[config.mk]
export PLATFORM = sky130hd
export DESIGN_NAME = rax_merge
export DESIGN_NICKNAME = d
export VERILOG_FILES = /design/src/sv/rax_pkg.sv /design/src/sv/rax_merge.sv
export SDC_FILE = /design/constraint.sdc
export NUM_CORES = 1
export LEC_CHECK = 0
export BUFFER_PORTS_ARGS = -buffer_cell sky130_fd_sc_hd__buf_2
export CORE_AREA = 2 2 480 482
export DETAILED_ROUTE_END_ITERATION = 7
export DIE_AREA = 0 0 482 484
export SLEW_MARGIN = 25
export SYNTH_ARGS = -nofsm -noshare
export SYNTH_HDL_FRONTEND = slang
export SYNTH_SLANG_ARGS = --single-unit
[constraint.sdc]
create_clock -name vclk -period 11
set_input_delay 1.1 -clock vclk [all_inputs]
set_output_delay 1.1 -clock vclk [all_outputs]
set_load 0.005 [all_outputs]
[src/sv/rax_pkg.sv]
`timescale 1ns / 1ps
package rax_pkg;

  localparam int unsigned DIGITS   = 6;
  localparam int unsigned DIGIT_W  = 10;
  localparam int unsigned FIELD_W  = 60;
  localparam int unsigned RADIX    = 1000;
  localparam int unsigned DIGIT_MAX = 999;

  // Carry between digits is -2..+2, held as an offset code 0..4.
  localparam int unsigned NCARRY   = 5;
  localparam int unsigned CARRY_W  = $clog2(NCARRY);
  localparam int unsigned NORM_W   = 13;

  typedef logic [CARRY_W-1:0] carry_t;
  localparam carry_t CARRY_ZERO = carry_t'(2);

  // Bias puts digit value plus incoming carry into a non-negative range.
  localparam logic [NORM_W-1:0] NORM_BIAS = NORM_W'(2 * RADIX - 2);

  typedef struct packed {
    logic [DIGIT_W-1:0] digit;
    carry_t             cout;
  } cand_t;

  // One candidate per incoming carry code, for each of the three chains.
  typedef struct packed {
    cand_t [NCARRY-1:0] add_c;
    cand_t [NCARRY-1:0] ab_c;
    cand_t [NCARRY-1:0] ba_c;
  } lane_cand_t;

  typedef struct packed {
    logic sa;
    logic sb;
    logic az;
    logic bz;
  } sel_t;

  typedef struct packed {
    logic [FIELD_W-1:0] digits;
    logic               neg;
    logic               zero;
    logic               ovf;
  } res_t;

  // y is the digit value plus carry, biased by 2*RADIX.
  function automatic cand_t digit_norm(logic [NORM_W-1:0] y);
    cand_t              c;
    logic [NORM_W-1:0]  rem;
    begin
      priority if (y >= NORM_W'(4 * RADIX)) begin
        c.cout = carry_t'(4);
        rem    = y - NORM_W'(4 * RADIX);
      end else if (y >= NORM_W'(3 * RADIX)) begin
        c.cout = carry_t'(3);
        rem    = y - NORM_W'(3 * RADIX);
      end else if (y >= NORM_W'(2 * RADIX)) begin
        c.cout = carry_t'(2);
        rem    = y - NORM_W'(2 * RADIX);
      end else if (y >= NORM_W'(RADIX)) begin
        c.cout = carry_t'(1);
        rem    = y - NORM_W'(RADIX);
      end else begin
        c.cout = carry_t'(0);
        rem    = y;
      end
      c.digit = rem[DIGIT_W-1:0];
      return c;
    end
  endfunction

endpackage

[src/sv/rax_merge.sv]
`timescale 1ns / 1ps
module rax_merge (
  input  rax_pkg::lane_cand_t [rax_pkg::DIGITS-1:0] cand_i,
  input  rax_pkg::sel_t                             sel_i,
  output rax_pkg::res_t                             res_o
);
  import rax_pkg::*;

  carry_t                          c_add;
  carry_t                          c_ab;
  carry_t                          c_ba;
  carry_t                          c_sel;
  logic [DIGITS-1:0][DIGIT_W-1:0]  r_add;
  logic [DIGITS-1:0][DIGIT_W-1:0]  r_ab;
  logic [DIGITS-1:0][DIGIT_W-1:0]  r_ba;
  logic [DIGITS-1:0][DIGIT_W-1:0]  r_sel;
  logic                            same;
  logic                            neg;

  // Resolve the carries lane by lane: a mux chain over the precomputed candidates.
  always_comb begin
    c_add = CARRY_ZERO;
    c_ab  = CARRY_ZERO;
    c_ba  = CARRY_ZERO;
    for (int k = 0; k < DIGITS; k++) begin
      r_add[k] = cand_i[k].add_c[c_add].digit;
      r_ab[k]  = cand_i[k].ab_c[c_ab].digit;
      r_ba[k]  = cand_i[k].ba_c[c_ba].digit;
      c_add    = cand_i[k].add_c[c_add].cout;
      c_ab     = cand_i[k].ab_c[c_ab].cout;
      c_ba     = cand_i[k].ba_c[c_ba].cout;
    end
  end

  // A zero operand is signless, so it always takes the adding path.
  assign same = (sel_i.sa == sel_i.sb) || sel_i.az || sel_i.bz;

  always_comb begin
    priority if (same) begin
      r_sel = r_add;
      c_sel = c_add;
      neg   = sel_i.az ? sel_i.sb : sel_i.sa;
    end else if (c_ab >= CARRY_ZERO) begin
      // a - b did not go below zero: |a| >= |b|
      r_sel = r_ab;
      c_sel = c_ab;
      neg   = sel_i.sa;
    end else begin
      r_sel = r_ba;
      c_sel = c_ba;
      neg   = sel_i.sb;
    end
  end

  always_comb begin
    res_o.digits = '0;
    for (int k = 0; k < DIGITS; k++) begin
      res_o.digits[k*DIGIT_W +: DIGIT_W] = r_sel[k];
    end
    res_o.zero = (r_sel == '0);
    res_o.neg  = neg && (r_sel != '0);
    res_o.ovf  = (c_sel != CARRY_ZERO);
  end
endmodule

==> impl_summary.log <==
INFO  metric clock_buffers = 0
INFO  metric route.detailed.wl_per_inst = 30.7 µm
INFO  metric final_min_period_over_clock_period = 0.948
INFO  metric hold_path_startpoint = cand_i[95]
INFO  metric fin_util = 0.0883
INFO  metric synth_cell_type_count = 89
INFO  metric antenna_found_initial = 220
INFO  metric start_util = 0.0438
INFO  metric timing.critical_path.fanout_max = 27
INFO  metric endpoint_kind = primary output
INFO  metric largest_net_degree_at_the_start_of_global_routing = 64
INFO  metric place_hpwl = 161 mm
INFO  metric finalWirelength = 173 mm
INFO  metric final-hold-violation-count = 0
INFO  metric drtAntennaViolNets = 0
INFO  metric buffer_ports.inserted = about 1.1k
INFO  metric vias = about 18k
INFO  metric routabilityCongestion = 0.968
INFO  metric first_iter_violations = 1349
INFO  metric placed_cells = 5547
INFO  metric slew_viol_final = 0
INFO  metric dieArea = 233000 µm²
INFO  metric post-route-drc-count = 0
INFO  metric post_route_cells_drive_above_1_share = 0.544
INFO  metric grt_first_pass_wirelength = 205 mm
INFO  metric cp.required = 9.90 ns
INFO  metric io_pins = 1237
INFO  metric final-setup-viol-count = 0
INFO  metric fmaxAchievable = between 90 and 100 MHz
INFO  metric timing_worst_setup_path_type = in -> out
INFO  metric row_count = 176
INFO  metric syn2layout_area_growth = 102%
INFO  metric synth.largest_area_cell = mux2i_1
INFO  metric rsz0062_at_grt = no
INFO  metric number_of_flip_flops_and_latches = 0
INFO  metric syn-num-nets = 2626
INFO  metric cts_hold_buf = 0
INFO  metric relative_slew_margins = 0.254
INFO  metric post_cts_setup_inserts = 0
INFO  metric core-area = ~230000 µm²
INFO  metric nets = roughly 3.7k
INFO  metric synth_seq_area_share = 0
INFO  metric dr.pass1.iters = 5
INFO  metric holdPathStages = 4
INFO  metric layoutNonFillerInstCount = between 5k and 6k
INFO  metric synth_top_area_frac = 0.129
INFO  metric ys.warnings.count = 0
INFO  metric route.detailed.vias_per_inst = approximately 3.3
INFO  metric status = complete, no violations
INFO  metric startpoint_type = input port
INFO  metric globalRouteOverflowTotal = 0
INFO  metric first_global_vias = 17.4k
INFO  metric die_ht = 484 µm
INFO  metric post_synth_inst_count = 1452
INFO  metric avgSynthCellArea = 6.90 µm²
INFO  metric min-delay-path-class = in -> out
INFO  metric final_critical_path_required_period = 10.42 ns
INFO  metric groute.usage.overall = 0.139
INFO  metric tightest_slew = 1.12 ns
INFO  metric min_delay_worst_endpoint = res_o[4]
INFO  metric timing.critical_path.arrival = 9.32 ns
INFO  metric max-cap-violations = 0
INFO  metric syn-cell-area = between 10000 and 15000 µm²
INFO  metric synthTopCellsByArea = mux2i_1 (13%), nand2_1 (9.7%), mux4_2 (9.4%)
INFO  metric post_cts_resize_count = 0
INFO  metric setup_tns = 0 ns
INFO  metric die_w = between 400 and 500 µm
INFO  metric layout.area.seq = 0 µm²
[per-stage QoR]
step | setup WS, ns | instance area [µm²] | hold slack (ns)
finish | 0.575 | 20200 | 2.58
global route | 0.138 | 20100 | 2.60
CTS | 0.411 | 19900 | 2.58
detailed placement | 0.426 | 19900 | 2.58
global placement | 0.458 | 19900 | 2.58
floorplan | 3.69 | 10000 | 2.33
[layer usage]
layer / share of wire / up-vias / global-route usage
met2: 0.45 / 1367 / 0.230
met4: 0.047 / 86 / 0.0469
met3: 0.12 / 405 / 0.0640
met5: 0.0032 / - / 0
li1: - / 8049 / -
met1: 0.38 / 8493 / 0.158
[cell families after synthesis]
logic type	share of synthesized area
simple gates	0.272
compound gates	0.368
mux	0.295
buf+inv	0.0644
xor+xnor	0.000874
[worst max path at each step]
stage | start | end | slack [ns]
after CTS | cand_i[91] | res_o[2] | 0.41
final | cand_i[91] | res_o[2] | 0.58
after global placement | cand_i[91] | res_o[2] | 0.46
after floorplan | cand_i[26] | res_o[2] | 3.69
after global routing | cand_i[91] | res_o[2] | 0.14
after detailed placement | cand_i[91] | res_o[2] | 0.43
[cell usage after synthesis (8+ instances only)]
master,number
nand2_1,259
mux2i_1,129
clkbuf_1,96
a221oi_1,76
o21ai_0,67
a21oi_1,60
nor2_1,60
nand3_1,59
mux2_2,57
a211oi_1,46
mux4_2,42
and3_1,35
a31oi_1,32
inv_1,32
o211ai_1,31
nor3_1,29
a221o_1,21
and2_1,21
a32oi_1,18
buf_2,18
nor2b_1,17
a22oi_1,16
nand4_1,15
buf_1,13
nor4_1,13
a22o_1,11
o31ai_1,9
and4_1,8
[layout by cell type, fill, tap and decap left out, types with 22 or more instances in the layout]
cell type	synthesis	routed
a31oi_1	32	30
nor3_1	29	22
o211ai_1	31	31
diode_2	0	91
buf_4	1	114
inv_1	32	32
nand3_1	59	59
mux2_2	57	57
a211oi_1	46	43
nor2_1	60	60
buf_2	18	1078
mux4_2	42	42
mux2i_1	129	127
a21oi_1	60	57
nand2_1	259	259
and3_1	35	35
a221oi_1	76	65
o21ai_0	67	66
[cell type report]
cell class                 instances  area (µm²)
inverter                          34         128
tap                             3026        3790
antenna                           91         228
fill                           27100      208000
timing repair buffer            1199        6380
multi-input combinational       1289        9670
[critical path, stage by stage]
cell	delay, ns
buf_2	0.31
mux2i_1	0.23
nor2_1	0.08
a211oi_2	0.58
mux2i_1	0.29
o21ai_2	0.56
mux2_2	0.45
a211oi_1	0.73
nand2_1	0.47
nor2_1	0.48
nor2_8	0.15
a211oi_1	0.48
o32a_1	0.73
buf_4	0.26
nand2_2	0.32
buf_12	0.33
mux2_2	0.26
o21bai_1	0.08
nor4_2	0.36
buf_4	0.25
nand4_1	0.15
o31a_1	0.38
buf_2	0.20
