`src/sv/rax_pkg.sv`:
```
`timescale 1ns / 1ps
package rax_pkg;

  localparam int unsigned DIGITS   = 6;
  localparam int unsigned DIGIT_W  = 10;
  localparam int unsigned FIELD_W  = 60;
  localparam int unsigned RADIX    = 1000;
  localparam int unsigned DIGIT_MAX = 999;

  // Carry between digits is -2..+2, held as an offset code 0..4.
  localparam int unsigned NCARRY   = 5;
  localparam int unsigned CARRY_W  = $clog2(NCARRY);
  localparam int unsigned NORM_W   = 13;

  typedef logic [CARRY_W-1:0] carry_t;
  localparam carry_t CARRY_ZERO = carry_t'(2);

  // Bias puts digit value plus incoming carry into a non-negative range.
  localparam logic [NORM_W-1:0] NORM_BIAS = NORM_W'(2 * RADIX - 2);

  typedef struct packed {
    logic [DIGIT_W-1:0] digit;
    carry_t             cout;
  } cand_t;

  // One candidate per incoming carry code, for each of the three chains.
  typedef struct packed {
    cand_t [NCARRY-1:0] add_c;
    cand_t [NCARRY-1:0] ab_c;
    cand_t [NCARRY-1:0] ba_c;
  } lane_cand_t;

  typedef struct packed {
    logic sa;
    logic sb;
    logic az;
    logic bz;
  } sel_t;

  typedef struct packed {
    logic [FIELD_W-1:0] digits;
    logic               neg;
    logic               zero;
    logic               ovf;
  } res_t;

  // y is the digit value plus carry, biased by 2*RADIX.
  function automatic cand_t digit_norm(logic [NORM_W-1:0] y);
    cand_t              c;
    logic [NORM_W-1:0]  rem;
    begin
      priority if (y >= NORM_W'(4 * RADIX)) begin
        c.cout = carry_t'(4);
        rem    = y - NORM_W'(4 * RADIX);
      end else if (y >= NORM_W'(3 * RADIX)) begin
        c.cout = carry_t'(3);
        rem    = y - NORM_W'(3 * RADIX);
      end else if (y >= NORM_W'(2 * RADIX)) begin
        c.cout = carry_t'(2);
        rem    = y - NORM_W'(2 * RADIX);
      end else if (y >= NORM_W'(RADIX)) begin
        c.cout = carry_t'(1);
        rem    = y - NORM_W'(RADIX);
      end else begin
        c.cout = carry_t'(0);
        rem    = y;
      end
      c.digit = rem[DIGIT_W-1:0];
      return c;
    end
  endfunction

endpackage

```
`src/sv/rax_lane.sv`:
```
`timescale 1ns / 1ps
module rax_lane (
  input  logic [rax_pkg::DIGIT_W-1:0] a_digit_i,
  input  logic [rax_pkg::DIGIT_W-1:0] b_digit_i,
  output rax_pkg::lane_cand_t         cand_o
);
  import rax_pkg::*;

  logic [NORM_W-1:0] a_ext;
  logic [NORM_W-1:0] b_ext;

  assign a_ext = NORM_W'(a_digit_i);
  assign b_ext = NORM_W'(b_digit_i);

  // Carry-select: every possible incoming carry is tried for a+b, a-b and b-a.
  always_comb begin
    for (int k = 0; k < NCARRY; k++) begin
      cand_o.add_c[k] = digit_norm(a_ext + b_ext + NORM_BIAS + NORM_W'(k));
      cand_o.ab_c[k]  = digit_norm(a_ext + NORM_BIAS + NORM_W'(k) - b_ext);
      cand_o.ba_c[k]  = digit_norm(b_ext + NORM_BIAS + NORM_W'(k) - a_ext);
    end
  end
endmodule

```
`config.mk`:
```
export PLATFORM = sky130hd
export DESIGN_NAME = rax_lane
export DESIGN_NICKNAME = d
export VERILOG_FILES = /design/src/sv/rax_pkg.sv /design/src/sv/rax_lane.sv
export SDC_FILE = /design/constraint.sdc
export NUM_CORES = 1
export LEC_CHECK = 0
export ABC_CLOCK_PERIOD_IN_PS = 20900
export BUFFER_PORTS_ARGS = -buffer_cell sky130_fd_sc_hd__buf_2
export CAP_MARGIN = 20
export CORE_MARGIN = 1
export CORE_UTILIZATION = 25
export DETAILED_ROUTE_END_ITERATION = 8
export GPL_ROUTABILITY_DRIVEN = 0
export PLACE_DENSITY_LB_ADDON = 0.2
export SLEW_MARGIN = 20
export SYNTH_ARGS = -nofsm -noshare
export SYNTH_HDL_FRONTEND = slang
export SYNTH_SLANG_ARGS = --single-unit
export TNS_END_PERCENT = 20
```
`constraint.sdc`:
```
create_clock -name vclk -period 20.9
set_input_delay 6.27 -clock vclk [all_inputs]
set_output_delay 6.27 -clock vclk [all_outputs]
set_load 0.03 [all_outputs]
```
==> results.ini, run 1 <==
[run_status]
status = complete, no violations

[grt]
grt_max_degree = 25
gr-total-overflow = 0
top_usage_layer = met2
use_met3 = 0.0176
antenna_found_initial = 6
gr-usage-met2 = 0.288
grt_pass1_vias = 14900
grt_pass1_wl_um = 83000
grt_util_met1 = 0.232
grt.total_usage = 0.169

[worst_hold_path]
min-delay-path-class = input port to output pin
hold_end = cand_o[70]
min-delay-start = a_digit_i[1]
holdPathStages = 4

[power_and_ir_drop]
power_density_nw_per_um2 = 137
power_mw = 2.25
irDropWorstVdd_mv = 0.0962
p_leak_nw = 7.46

[sta]
final-hold-violation-count = 0
grt_setup_unrepaired = no
fin_setup_tns_ps = 0
finalSetupViolCount = 0
period_share = 0.915
fmax_mhz = 52.3
fin_crit_ps = 19120
worst_slew_pin_slew_ps = 1020
slew_headroom = 0.309
maxSlewViolCount = 0

[synth]
synth.area.top_cells = ha_1 23%, xnor2_1 10%, a21oi_1 6.7%
yosys.area_share.simple = 0.204
synth.avg_cell_area_um2 = 6.99
yosysUniqueCellTypes = 95
muxShareOfSynthArea = 0.0257
synth_top_family_by_area = compound AO/OA/AOI/OAI gates
yosys.area.top_type = ha_1
synth_adder_area_share = 0.261
syn-num-nets = 2395
yosysTopAreaCellShare = 0.227
yosys.area_share.xor_xnor = 0.138
synth_compound_area_frac = 0.296
synthCells = 2086
yosysWarningCount = 0
synth_seq_area_share = 0
syn_area_um2 = 14600

[floorplan]
die_x_um = 244
initial_core_util = 0.253
die_h_um = 244
die_area_um2 = 59300
boundaryPins = 215
fp.coreArea_um2 = 57700
row_count = 88

[layout]
num-fill-cells = 6451
nClkBuffers = 0
final_nets = 2553
syn2layout_area_growth_pct = 12.4
seq_area_um2 = 0
multi_input_area_um2 = 13500
seq_cell_count = 0
drive_gt1_frac = 0.128

[detailed_routing]
ant_nets = 0
num_vias = 15700
drt_wl_total_um = 52900
viasPerCell = 5.21
drtIter0Drc = 972
wl_per_cell_um = 17.6
dr.pass1.iters = 6
route.detailed.drc = 0

[setup_path]
critPathLaunchType = input port
path_class = input port to output pin
worstPathArrival_ps = 12850
cp-end-kind = output pin
critPathMaxFanout = 12
critical_path_required_ps = 14630

[place]
dp_hpwl_um = 44100
port_buffers = 215

[clocking]
holdBufCountCts = 0
cts_setup_buffers = 0
ctsResizeCount = 0

[job]
max_cap_viol_count = 0

-- layout make-up --
cell class	instances	share of cell area
Antenna cell	1	0.000153
Inverter	193	0.0442
Tap cell	765	0.0584
Timing Repair Buffer	233	0.0739
Multi-Input combinational cell	1816	0.823
-- report_power, final --
group	switching, mW	internal (mW)
clock	0	0.00000000640
sequential	0	0
combinational	1.53	0.728
-- layer usage --
| metal | vias to the layer above | wire length, um |
|---|---|---|
| met5 | - | 69 |
| met4 | 12 | 794 |
| met3 | 62 | 2760 |
| met2 | 466 | 24600 |
| met1 | 7410 | 24700 |
| li1 | 7727 | - |
-- worst max-delay path by stage --
| stage | start | slack [ps] | endpoint |
|---|---|---|---|
| after detailed placement | b_digit_i[1] | 1890 | cand_o[193] |
| after global placement | b_digit_i[1] | 2120 | cand_o[193] |
| after floorplan | a_digit_i[1] | 2800 | cand_o[193] |
| after global routing | b_digit_i[1] | 1260 | cand_o[193] |
| final | b_digit_i[1] | 1780 | cand_o[193] |
| after CTS | b_digit_i[1] | 1860 | cand_o[193] |
-- logic make-up (layout without fill, tap and decap cells) --
kind of cell,Yosys count,after routing
AO/OA/AOI/OAI,646,646
AND/OR/NAND/NOR,620,620
multiplexers,37,37
buffers and inverters,270,426
other,0,1
adder cells (fa/ha/maj),290,290
XOR/XNOR,223,223
-- cells in the final DEF (no fill, tap or decap), types with 33 or more instances in the layout --
master     n
mux2i_1   33
o21ai_0  104
a21oi_1  194
ha_1     265
nor3_1    47
xnor2_1  169
inv_1    187
nor2_1   164
xor2_1    48
nand2_1  174
buf_2    215
a21o_1    33
nand3_1   59
-- Yosys cell counts (27+ instances only) --
master      n
a21o_1     33
a21oi_1   194
a31oi_1    27
clkbuf_1   44
ha_1      265
inv_1     187
mux2i_1    33
nand2_1   174
nand2b_1   31
nand3_1    59
nor2_1    164
nor3_1     47
o21ai_0   106
xnor2_1   169
xor2_1     48
-- stage by stage --
stage	hold WS (ps)	cell area [um2]	setup WS [ps]	instances	util
after floorplan	12910	14600	2800	2086	-
after global placement	13400	16400	2120	3006	0.284
after detailed placement	13390	16400	1890	3006	0.284
after CTS	13400	16400	1860	3006	0.284
after global routing	13420	16400	1260	3007	0.284
final	13350	16400	1780	3008	0.284
-- critical path, cell delays in order --
cell	delay, ps
buf_2	160
inv_1	100
ha_1	540
inv_1	200
ha_1	330
a211o_1	190
o21ai_0	200
xnor2_1	760
ha_1	600
nand2_1	130
xnor2_1	580
inv_1	280
ha_1	280
and4_1	180
a221o_1	290
o2111ai_1	90
o21ba_1	200
or2_1	270
a31o_2	280
a31oi_4	160
o2111ai_1	110
and3_1	230
xnor2_1	170
buf_2	230
No activity file was read; power rests on OpenSTA's default activity.
==> inputs of run 2 (changes only) <==
--- a/config.mk
+++ b/config.mk
@@ -5,7 +5,7 @@
 export SDC_FILE = /design/constraint.sdc
 export NUM_CORES = 1
 export LEC_CHECK = 0
-export ABC_CLOCK_PERIOD_IN_PS = 20900
+export ABC_CLOCK_PERIOD_IN_PS = 21300
 export BUFFER_PORTS_ARGS = -buffer_cell sky130_fd_sc_hd__buf_2
 export CAP_MARGIN = 20
 export CORE_MARGIN = 1
==> constraint.sdc (replaced) <==
create_clock -name vclk -period 21.3
set_input_delay 6.39 -clock vclk [all_inputs]
set_output_delay 6.39 -clock vclk [all_outputs]
set_load 0.03 [all_outputs]
==> run 2 against run 1 <==
  * First-iteration DRC count is 7.5% lower
  * Sequential share of layout area stayed put
  * Critical path depth stayed put
  * Non-clock buffer count is 1 lower
  * Die area stayed put
  * Cell count hardly changed
  * Hold slack better by 280 ps
  * Flip-flop and latch count stayed put
  * Routed wire length is 0.24% lower
  * Design area hardly changed
  * Worst setup slack better by 280 ps
  * Count of clock-buffer cells in the layout stayed put
  * Largest cell class unchanged
  * Largest power group unchanged
==> results.ini, run 2 (synthesis gave the netlist of run 1 again) <==
[run_status]
status = complete, no violations

[setup_path]
path_class = input port to output pin
cp-end-kind = output pin
critPathLaunchType = input port
critical_path_required_ps = 14910  ; +280 ps
worstPathArrival_ps = 12840  ; about the same
critPathMaxFanout = 12  ; unchanged

[power_and_ir_drop]
p_leak_nw = 7.46  ; about the same
power_mw = 2.21  ; -2.1%
irDropWorstVdd_mv = 0.0877  ; -8.8%
power_density_nw_per_um2 = 135  ; -2.0%

[layout]
nClkBuffers = 0  ; unchanged
syn2layout_area_growth_pct = 12.3  ; about the same
seq_cell_count = 0  ; unchanged
stdcell_area_um2 = 16400  ; about the same
num-fill-cells = 6448  ; -0.047%
final_util = 0.284  ; about the same
final_nets = 2552  ; -0.039%
seq_area_um2 = 0  ; unchanged
final_cell_mix = 265 x ha_1, 215 x buf_2, 194 x a21oi_1
final_common_cell = ha_1
drive_gt1_frac = 0.128  ; -0.000389

[detailed_routing]
num_vias = 15600  ; -0.55%
viasPerCell = 5.18  ; -0.52%
route.detailed.drc = 0  ; unchanged
ant_nets = 0  ; unchanged
dr.pass1.iters = 5  ; -1
wl_per_cell_um = 17.5  ; -0.21%
drt_wl_total_um = 52800  ; -0.24%
drtIter0Drc = 899  ; -7.5%

[floorplan]
die_h_um = 244  ; unchanged
initial_core_util = 0.253  ; unchanged
boundaryPins = 215  ; unchanged
die_area_um2 = 59300  ; unchanged
row_count = 88  ; unchanged
die_x_um = 244  ; unchanged
fp.coreArea_um2 = 57700  ; unchanged

[sta]
final-hold-violation-count = 0  ; unchanged
worst_slew_pin_slew_ps = 1030  ; +6.32 ps
finalSetupViolCount = 0  ; unchanged
grt_setup_unrepaired = no
fin_crit_ps = 19230
maxSlewViolCount = 0  ; unchanged
period_share = 0.903
slew_headroom = 0.311  ; +0.00106
fmax_mhz = 52.0
fin_setup_tns_ps = 0  ; unchanged

[grt]
grt_pass1_wl_um = 82800  ; -0.19%
antenna_found_initial = 8  ; +2
grt_pass1_vias = 14900  ; +0.32%
gr-total-overflow = 0  ; unchanged
grt_max_degree = 25  ; unchanged
grt.total_usage = 0.168  ; -0.000449

[job]
max_cap_viol_count = 0  ; unchanged

[place]
dp_hpwl_um = 44000  ; -0.22%
post_dp_cell_area_um2 = 16400  ; unchanged
port_buffers = 215  ; unchanged

[worst_hold_path]
holdPathStages = 4  ; unchanged
min-delay-path-class = input port to output pin

[clocking]
ctsResizeCount = 0  ; unchanged
cts_setup_buffers = 0  ; unchanged
holdBufCountCts = 0  ; unchanged

-- run 2: routing by layer --
metal	vias up	share of wire	GRT usage	wire, um
met5	-	0.0017	0	92
met4	14	0.016	0.0261	830
met3	55	0.050	0.0163	2660
met2	457	0.46	0.287	24500
met1	7344	0.47	0.232	24700
li1	7721	-	-	-
-- run 2: path summary, 6_finish.rpt --
kind | start | end | slack [ps]
setup / recovery | a_digit_i[1] | cand_o[193] | 2070
hold / removal | b_digit_i[1] | cand_o[70] | 13630
-- run 2: worst max-delay path, stage by stage --
cell       delay (ps)
buf_2             160
inv_1              90
ha_1              530
inv_1             190
ha_1              330
a211o_1           190
o21ai_0           200
xnor2_1           750
ha_1              570
nand2_1           120
xnor2_1           570
inv_1             270
ha_1              260
and4_1            180
a221o_1           290
o2111ai_1          90
o21ba_1           200
or2_1             270
a31o_2            290
a31oi_4           160
o2111ai_1         120
and3_1            230
xnor2_1           150
buf_2             230
-- run 2: layout make-up --
class,count,area (um2),share of cell area
Inverter,193,724,0.0442
Multi-Input combinational cell,1816,13500,0.824
Antenna cell,1,2.50,0.000153
Timing Repair Buffer,232,1200,0.0734
Tap cell,765,957,0.0584
-- run 2: where the power goes --
part	leakage (nW)	switching [mW]	internal (mW)
combinational	7.46	1.49	0.713
sequential	0	0	0
clock	0.00000634	0	0.00000000628
total	7.46	1.49	0.713
-- run 2: metrics by stage --
stage                     worst slack (ps)  hold slack [ps]  cells
after floorplan                       2960            13150   2086
after global placement                2270            13640   3006
after detailed placement              2040            13640   3006
after CTS                             2000            13650   3006
after global routing                  1600            13670   3007
final                                 2070            13630   3007
